==> src/hw/rtl/sle_pkg.sv <==
`default_nettype none
package sle_pkg;

   localparam int LIST_CAPACITY = 16;
   localparam int IDX_W = (LIST_CAPACITY > 1) ? $clog2(LIST_CAPACITY) : 1;
   localparam int CNT_W = $clog2(LIST_CAPACITY + 1);
   localparam int VAL_W = 32;
   localparam int OP_W  = 3;
   localparam int ST_W  = 2;

   typedef enum logic [OP_W-1:0] {
      OP_INSERT    = 3'd0,
      OP_REMOVE    = 3'd1,
      OP_LIST_ASC  = 3'd2,
      OP_LIST_DESC = 3'd3,
      OP_CLEAR     = 3'd4
   } op_type;

   typedef enum logic [ST_W-1:0] {
      ST_OK       = 2'd0,
      ST_EMPTY    = 2'd1,
      ST_NOTFOUND = 2'd2,
      ST_FULL     = 2'd3
   } status_type;

   typedef enum logic [2:0] {
      S_IDLE,
      S_INS,
      S_INS_HEAD,
      S_REM_SCAN,
      S_REM_SHIFT,
      S_WALK,
      S_EMIT
   } state_type;

   // compare unit outputs
   typedef struct packed {
      logic lt;
      logic eq;
   } cmp_type;

   // one result from the sequencer to the output register
   typedef struct packed {
      logic              valid;
      status_type        status;
      logic [VAL_W-1:0]  value;
      logic              last;
   } result_type;

endpackage
`default_nettype wire

==> src/hw/rtl/sle_cmp.sv <==
`default_nettype none
module sle_cmp (
   input  wire logic signed [sle_pkg::VAL_W-1:0] a,
   input  wire logic signed [sle_pkg::VAL_W-1:0] b,
   output sle_pkg::cmp_type                      res
);

   // shared signed compare, one use per cycle
   always_comb begin
      res.lt = (a < b);
      res.eq = (a == b);
   end

endmodule
`default_nettype wire

==> src/hw/rtl/sle_core.sv <==
`default_nettype none
module sle_core (
   input  wire logic                          clock,
   input  wire logic                          reset,
   input  wire logic                          req_valid,
   output logic                               req_ready,
   input  wire logic [sle_pkg::OP_W-1:0]      req_op,
   input  wire logic [sle_pkg::VAL_W-1:0]     req_value,
   input  wire logic                          space,
   output sle_pkg::result_type                res
);

   sle_pkg::state_type                 state_ff, state_in;
   sle_pkg::op_type                    op_ff, op_in;
   logic [sle_pkg::VAL_W-1:0]          val_ff, val_in;
   logic [sle_pkg::IDX_W-1:0]          idx_ff, idx_in;
   logic [sle_pkg::CNT_W-1:0]          cnt_ff, cnt_in;
   sle_pkg::status_type                status_ff, status_in;

   logic [sle_pkg::VAL_W-1:0]          mem_ff [sle_pkg::LIST_CAPACITY];
   logic [sle_pkg::VAL_W-1:0]          rdata_ff;
   logic                               rd_en;
   logic [sle_pkg::IDX_W-1:0]          rd_addr;
   logic                               wr_en;
   logic [sle_pkg::IDX_W-1:0]          wr_addr;
   logic [sle_pkg::VAL_W-1:0]          wr_data;

   sle_pkg::cmp_type                   cmp;
   logic [sle_pkg::IDX_W-1:0]          last_idx;
   logic                               is_full;
   logic                               is_empty;
   logic                               walk_end;

   sle_cmp u_cmp (
      .a   (rdata_ff),
      .b   (val_ff),
      .res (cmp)
   );

   assign last_idx = sle_pkg::IDX_W'(cnt_ff - sle_pkg::CNT_W'(1));
   assign is_full  = (cnt_ff == sle_pkg::CNT_W'(sle_pkg::LIST_CAPACITY));
   assign is_empty = (cnt_ff == '0);
   assign walk_end = (op_ff == sle_pkg::OP_LIST_DESC) ? (idx_ff == '0) : (idx_ff == last_idx);

   // value store, one write and one registered read per cycle
   always_ff @(posedge clock) begin
      if (wr_en) begin
         mem_ff[wr_addr] <= wr_data;
      end
      if (rd_en) begin
         rdata_ff <= mem_ff[rd_addr];
      end
   end

   always_ff @(posedge clock) begin
      if (reset) begin
         state_ff <= sle_pkg::S_IDLE;
         cnt_ff   <= '0;
      end else begin
         state_ff <= state_in;
         cnt_ff   <= cnt_in;
      end
      op_ff     <= op_in;
      val_ff    <= val_in;
      idx_ff    <= idx_in;
      status_ff <= status_in;
   end

   always_comb begin
      state_in   = state_ff;
      op_in      = op_ff;
      val_in     = val_ff;
      idx_in     = idx_ff;
      cnt_in     = cnt_ff;
      status_in  = status_ff;
      rd_en      = 1'b0;
      rd_addr    = idx_ff;
      wr_en      = 1'b0;
      wr_addr    = idx_ff;
      wr_data    = val_ff;
      req_ready  = (state_ff == sle_pkg::S_IDLE);
      res.valid  = 1'b0;
      res.status = sle_pkg::ST_OK;
      res.value  = '0;
      res.last   = 1'b0;

      case (state_ff)
         sle_pkg::S_IDLE: begin
            if (req_valid) begin
               op_in  = sle_pkg::op_type'(req_op);
               val_in = req_value;
               case (sle_pkg::op_type'(req_op))
                  sle_pkg::OP_INSERT: begin
                     if (is_full) begin
                        status_in = sle_pkg::ST_FULL;
                        state_in  = sle_pkg::S_EMIT;
                     end else if (is_empty) begin
                        wr_en     = 1'b1;
                        wr_addr   = '0;
                        wr_data   = req_value;
                        cnt_in    = sle_pkg::CNT_W'(1);
                        status_in = sle_pkg::ST_OK;
                        state_in  = sle_pkg::S_EMIT;
                     end else begin
                        // walk down from the tail, shifting up as we go
                        rd_en    = 1'b1;
                        rd_addr  = last_idx;
                        idx_in   = last_idx;
                        state_in = sle_pkg::S_INS;
                     end
                  end
                  sle_pkg::OP_REMOVE: begin
                     if (is_empty) begin
                        status_in = sle_pkg::ST_EMPTY;
                        state_in  = sle_pkg::S_EMIT;
                     end else begin
                        rd_en    = 1'b1;
                        rd_addr  = '0;
                        idx_in   = '0;
                        state_in = sle_pkg::S_REM_SCAN;
                     end
                  end
                  sle_pkg::OP_LIST_ASC, sle_pkg::OP_CLEAR: begin
                     if (is_empty) begin
                        status_in = sle_pkg::ST_EMPTY;
                        state_in  = sle_pkg::S_EMIT;
                     end else begin
                        rd_en    = 1'b1;
                        rd_addr  = '0;
                        idx_in   = '0;
                        state_in = sle_pkg::S_WALK;
                     end
                  end
                  sle_pkg::OP_LIST_DESC: begin
                     if (is_empty) begin
                        status_in = sle_pkg::ST_EMPTY;
                        state_in  = sle_pkg::S_EMIT;
                     end else begin
                        rd_en    = 1'b1;
                        rd_addr  = last_idx;
                        idx_in   = last_idx;
                        state_in = sle_pkg::S_WALK;
                     end
                  end
                  default: begin
                     // unused codes are dropped
                     state_in = sle_pkg::S_IDLE;
                  end
               endcase
            end
         end

         sle_pkg::S_INS: begin
            wr_en   = 1'b1;
            wr_addr = idx_ff + sle_pkg::IDX_W'(1);
            if (cmp.lt) begin
               wr_data   = val_ff;
               cnt_in    = cnt_ff + sle_pkg::CNT_W'(1);
               status_in = sle_pkg::ST_OK;
               state_in  = sle_pkg::S_EMIT;
            end else begin
               wr_data = rdata_ff;
               if (idx_ff == '0) begin
                  state_in = sle_pkg::S_INS_HEAD;
               end else begin
                  rd_en   = 1'b1;
                  rd_addr = idx_ff - sle_pkg::IDX_W'(1);
                  idx_in  = idx_ff - sle_pkg::IDX_W'(1);
               end
            end
         end

         sle_pkg::S_INS_HEAD: begin
            wr_en     = 1'b1;
            wr_addr   = '0;
            wr_data   = val_ff;
            cnt_in    = cnt_ff + sle_pkg::CNT_W'(1);
            status_in = sle_pkg::ST_OK;
            state_in  = sle_pkg::S_EMIT;
         end

         sle_pkg::S_REM_SCAN: begin
            if (cmp.eq) begin
               if (idx_ff == last_idx) begin
                  cnt_in    = cnt_ff - sle_pkg::CNT_W'(1);
                  status_in = sle_pkg::ST_OK;
                  state_in  = sle_pkg::S_EMIT;
               end else begin
                  rd_en    = 1'b1;
                  rd_addr  = idx_ff + sle_pkg::IDX_W'(1);
                  idx_in   = idx_ff + sle_pkg::IDX_W'(1);
                  state_in = sle_pkg::S_REM_SHIFT;
               end
            end else if (idx_ff == last_idx) begin
               status_in = sle_pkg::ST_NOTFOUND;
               state_in  = sle_pkg::S_EMIT;
            end else begin
               rd_en   = 1'b1;
               rd_addr = idx_ff + sle_pkg::IDX_W'(1);
               idx_in  = idx_ff + sle_pkg::IDX_W'(1);
            end
         end

         sle_pkg::S_REM_SHIFT: begin
            wr_en   = 1'b1;
            wr_addr = idx_ff - sle_pkg::IDX_W'(1);
            wr_data = rdata_ff;
            if (idx_ff == last_idx) begin
               cnt_in    = cnt_ff - sle_pkg::CNT_W'(1);
               status_in = sle_pkg::ST_OK;
               state_in  = sle_pkg::S_EMIT;
            end else begin
               rd_en   = 1'b1;
               rd_addr = idx_ff + sle_pkg::IDX_W'(1);
               idx_in  = idx_ff + sle_pkg::IDX_W'(1);
            end
         end

         sle_pkg::S_WALK: begin
            if (space) begin
               res.valid  = 1'b1;
               res.status = sle_pkg::ST_OK;
               res.value  = rdata_ff;
               res.last   = walk_end;
               if (walk_end) begin
                  if (op_ff == sle_pkg::OP_CLEAR) begin
                     cnt_in = '0;
                  end
                  state_in = sle_pkg::S_IDLE;
               end else begin
                  rd_en = 1'b1;
                  if (op_ff == sle_pkg::OP_LIST_DESC) begin
                     rd_addr = idx_ff - sle_pkg::IDX_W'(1);
                     idx_in  = idx_ff - sle_pkg::IDX_W'(1);
                  end else begin
                     rd_addr = idx_ff + sle_pkg::IDX_W'(1);
                     idx_in  = idx_ff + sle_pkg::IDX_W'(1);
                  end
               end
            end
         end

         sle_pkg::S_EMIT: begin
            if (space) begin
               res.valid  = 1'b1;
               res.status = status_ff;
               res.value  = '0;
               res.last   = 1'b1;
               state_in   = sle_pkg::S_IDLE;
            end
         end

         default: begin
            state_in = sle_pkg::S_IDLE;
         end
      endcase
   end

endmodule
`default_nettype wire

==> src/hw/rtl/sorted_list_engine.sv <==
// sorted list engine: one item at a time, ready only while idle
// insert: entries not below the value shift up from the tail; the value goes into the gap
// remove: scan from the head to the first match, then shift the entries behind it down
// list and clear: one transfer per stored value; clear empties the list after the last one
// reset: synchronous, active high; empties the list and drops any pending result
`default_nettype none
module sorted_list_engine (
   input  wire logic                          clock,
   input  wire logic                          reset,
   // request channel
   input  wire logic                          req_tvalid,
   output logic                               req_tready,
   input  wire logic [31:0]                   req_tdata,   // [31:0] value
   input  wire logic [sle_pkg::OP_W-1:0]      req_tuser,   // [2:0] operation
   // result channel
   output logic                               rsp_tvalid,
   input  wire logic                          rsp_tready,
   output logic [31:0]                        rsp_tdata,   // [31:0] value_res
   output logic [sle_pkg::ST_W-1:0]           rsp_tuser,   // [1:0] status
   output logic                               rsp_tlast
);

   sle_pkg::result_type             core_res;
   logic                            space;

   // output register
   logic                            rsp_valid_ff, rsp_valid_in;
   logic [sle_pkg::VAL_W-1:0]       rsp_data_ff, rsp_data_in;
   logic [sle_pkg::ST_W-1:0]        rsp_status_ff, rsp_status_in;
   logic                            rsp_last_ff, rsp_last_in;

   // the sequencer may hand over a result when the register is empty or draining
   assign space = !rsp_valid_ff || rsp_tready;

   sle_core u_core (
      .clock     (clock),
      .reset     (reset),
      .req_valid (req_tvalid),
      .req_ready (req_tready),
      .req_op    (req_tuser),
      .req_value (req_tdata),
      .space     (space),
      .res       (core_res)
   );

   always_comb begin
      rsp_valid_in  = rsp_valid_ff;
      rsp_data_in   = rsp_data_ff;
      rsp_status_in = rsp_status_ff;
      rsp_last_in   = rsp_last_ff;
      if (core_res.valid) begin
         // load a fresh result (space is guaranteed by the sequencer)
         rsp_valid_in  = 1'b1;
         rsp_data_in   = core_res.value;
         rsp_status_in = core_res.status;
         rsp_last_in   = core_res.last;
      end else if (rsp_tready) begin
         // transfer taken, nothing new behind it
         rsp_valid_in = 1'b0;
      end
   end

   always_ff @(posedge clock) begin
      if (reset) begin
         rsp_valid_ff <= 1'b0;
      end else begin
         rsp_valid_ff <= rsp_valid_in;
      end
      rsp_data_ff   <= rsp_data_in;
      rsp_status_ff <= rsp_status_in;
      rsp_last_ff   <= rsp_last_in;
   end

   assign rsp_tvalid = rsp_valid_ff;
   assign rsp_tdata  = rsp_data_ff;
   assign rsp_tuser  = rsp_status_ff;
   assign rsp_tlast  = rsp_last_ff;

endmodule
`default_nettype wire

==> config.mk <==
export PLATFORM = sky130hd
export DESIGN_NAME = sorted_list_engine
export DESIGN_NICKNAME = d
export VERILOG_FILES = /design/src/hw/rtl/sle_pkg.sv /design/src/hw/rtl/sle_cmp.sv /design/src/hw/rtl/sle_core.sv /design/src/hw/rtl/sorted_list_engine.sv
export SDC_FILE = /design/constraint.sdc
export NUM_CORES = 1
export LEC_CHECK = 0
export ABC_CLOCK_PERIOD_IN_PS = 6700
export BUFFER_PORTS_ARGS = -buffer_cell sky130_fd_sc_hd__buf_2
export CORE_MARGIN = 2
export CORE_UTILIZATION = 65
export CTS_CLUSTER_SIZE = 24
export DETAILED_ROUTE_END_ITERATION = 10
export MAX_ROUTING_LAYER = met4
export PLACE_DENSITY_LB_ADDON = 0.3
export SYNTH_ARGS = -nofsm -noshare
export SYNTH_HDL_FRONTEND = slang
export SYNTH_SLANG_ARGS = --single-unit
==> constraint.sdc <==
create_clock -name clock -period 6.7 [get_ports clock]
set_input_delay 0 -clock clock [delete_from_list [all_inputs] [get_ports clock]]
set_output_delay 0 -clock clock [all_outputs]
set_load 0.1 [all_outputs]
==> run metrics <==
die area 43600 um^2; antenna-violating nets left 0; total nets after synthesis between 1500 and 2000; cts hold-fix bufs 38; CP Capture Type flip-flop; worst-path maximum fanout ~160; Cell Area, Synth 27200 um^2; Yosys reg bits 629; Resize count post-CTS 0; DRC violations left 0; H-tree Lvls 2; Synth warnings 0; sequential share of the synthesized area 68.8%; CTS tree built; Nets 1929; global-route wire length before repair 96300 um; Tmin final ~5.3 ns; gpl congestion 0.917; initial antenna violation count 1; CP arrival 5.60 ns; max-slew violation count 0; largest net degree at the start of global routing roughly 160; std cell rows 75; WP data required 7.03 ns; kind of critical path reg2reg; status complete, no violations; Peak Freq 0.190 GHz; Core Area between 40000 and 50000 um^2; syn_area_per_cell 15.6 um^2; GRT Total Usage 30.7%; HP Class in2reg; Die Ht 209 um; commonest non-fill, non-tap cell in the layout edfxtp_1; Tcrit/Tclk final 78.7%; Max-slew headroom 17.3%; Die W around 210 um; Port-buffer cells 75; maxcap violations 0; vias in the first global route 15700; DRT iter0 DRCs 2014; clk_skew 0.0239 ns; number of flops mapped to enable cells by yosys 616; Area Overhead vs Synth 10.7%; grt ovf 0; Syn Inst Count 1746; Clock Tree Buf Depth 3; Clock transition at path regs 0.06 ns; cell at the root of the clock tree clkbuf_16; measured slew at the worst slew-check pin 1.24 ns; Synth Flop Type edfxtp_1; Pre-antenna DRT Iters 9; post-CTS setup buffers 0; Synth async-reset ratio 0%; RSZ-0062 raised after global routing false; Routed WL 64900 um; initial core utilization between 60% and 70%; setup violators final 0; layout cells sized above 1 15.7%; clk_lat worst skew 0.63 ns; total number of vias roughly 16000; I/O pin count 76; number of buffers created by CTS 61; Final Hold Violating Endpoints 0; routed wire length per instance about 27 um; Netlist cell types 83; Final HPWL DP ~35000 um; TNS Setup 0 ns; Num Clock Sinks 629; CP Launch Type flip-flop; commonest non-fill, non-tap cells in the layout 616 x edfxtp_1, 157 x nand2_1, 133 x o211ai_1; detail-routed via count per cell 6.54
-- final timing paths --
kind	startpoint	to	slack, ns	depth (start not counted)
worst max-delay path	u_core.rdata_ff[31]$_DFFE_PP_	u_core.rdata_ff[17]$_DFFE_PP_	1.43	11
worst min-delay path	req_tdata[1]	u_core.val_ff[1]$_DFFE_PP_	0.11	2
worst max register to register	u_core.rdata_ff[31]$_DFFE_PP_	u_core.rdata_ff[17]$_DFFE_PP_	1.43	11
worst min register to register	u_core.rdata_ff[2]$_DFFE_PP_	rsp_tdata[2]$_DFFE_PP_	0.60	1
-- state kept, by name, summed over array words and instances (netlist names) --
register and flops:
u_core.idx_ff 4, u_core.cnt_ff 5, rsp_tdata 32, rsp_tuser 2
u_core.state_ff 3, rsp_tvalid 1, u_core.mem_ff 512, u_core.op_ff 3
rsp_tlast 1, u_core.val_ff 32, u_core.rdata_ff 32, u_core.status_ff 2
-- cell usage after synthesis, types with 10 or more instances --
cell,instances,area share [%]
edfxtp_1,616,68
nand2_1,157,2.2
o211ai_1,133,3.7
mux2i_1,131,4.8
inv_1,76,1.0
mux2_1,70,2.9
mux2_2,58,2.4
nor2_1,45,0.62
and2_1,40,0.92
nand4_1,39,0.90
ha_1,37,1.7
a21oi_1,31,0.57
a222oi_1,31,1.1
buf_2,30,0.55
buf_12,24,1.8
clkbuf_1,23,0.32
o21ai_0,21,0.39
nand3_1,15,0.28
dfxtp_1,13,0.96
nor3_1,13,0.24
buf_6,10,0.41
-- kinds of logic (layout without fill, tap and decap cells) --
family | after synthesis | count (layout) | share of synthesized area, %
flip-flops | 629 | 629 | 68.8
AND/OR/NAND/NOR | 349 | 349 | 6.33
AO/OA/AOI/OAI | 281 | 281 | 7.93
multiplexers | 259 | 259 | 10.1
buffers and inverters | 178 | 335 | 4.58
adder cells (fa/ha/maj) | 37 | 37 | 1.70
XOR/XNOR | 13 | 13 | 0.523
other | 0 | 1 | 0
-- layer usage --
metal | part of all wire (%) | track usage [%]
met1 | 39 | 41.1
met3 | 8.7 | 4.43
met4 | 2.8 | 10.1
met5 | 0 | -
met2 | 49 | 49.3
-- critical path, cell delays in order (launching register included) --
cell and delay, ns:
edfxtp_1 0.45, ha_1 0.41, nand4_1 0.27, nor4_2 0.69
and4_1 0.47, o41a_4 0.28, nor4_4 0.08, a2111oi_4 0.51
buf_12 0.68, mux2_2 0.42, o211ai_1 0.24, nand4_1 0.19
-- per-stage QoR --
| step | cells | util, % | worst slack [ns] | area [um^2] | hold slack (ns) |
|---|---|---|---|---|---|
| after floorplan | 1746 | - | 2.73 | 27200 | 0.0989 |
| after global placement | 2291 | 66.7 | 1.72 | 27800 | 0.196 |
| after detailed placement | 2291 | 66.7 | 1.68 | 27800 | 0.197 |
| after CTS | 2442 | 72.4 | 1.55 | 30200 | 0.0661 |
| after global routing | 2442 | 72.4 | 1.41 | 30200 | 0.0998 |
| final | 2443 | 72.4 | 1.43 | 30200 | 0.110 |
-- area by class of cell --
cell class / count / area [um^2]
inverter: 77 / 289
clock buffer: 74 / 1620
clock inverter: 39 / 365
sequential: 629 / 18800
fill: 2634 / 11500
timing repair buffer: 145 / 1030
multi-input combinational: 939 / 7420
antenna: 1 / 2.50
tap: 539 / 674
Power is left out: the tool's default activity adds up to more than one toggle a clock period on the data nets, which glitch-free logic cannot reach.
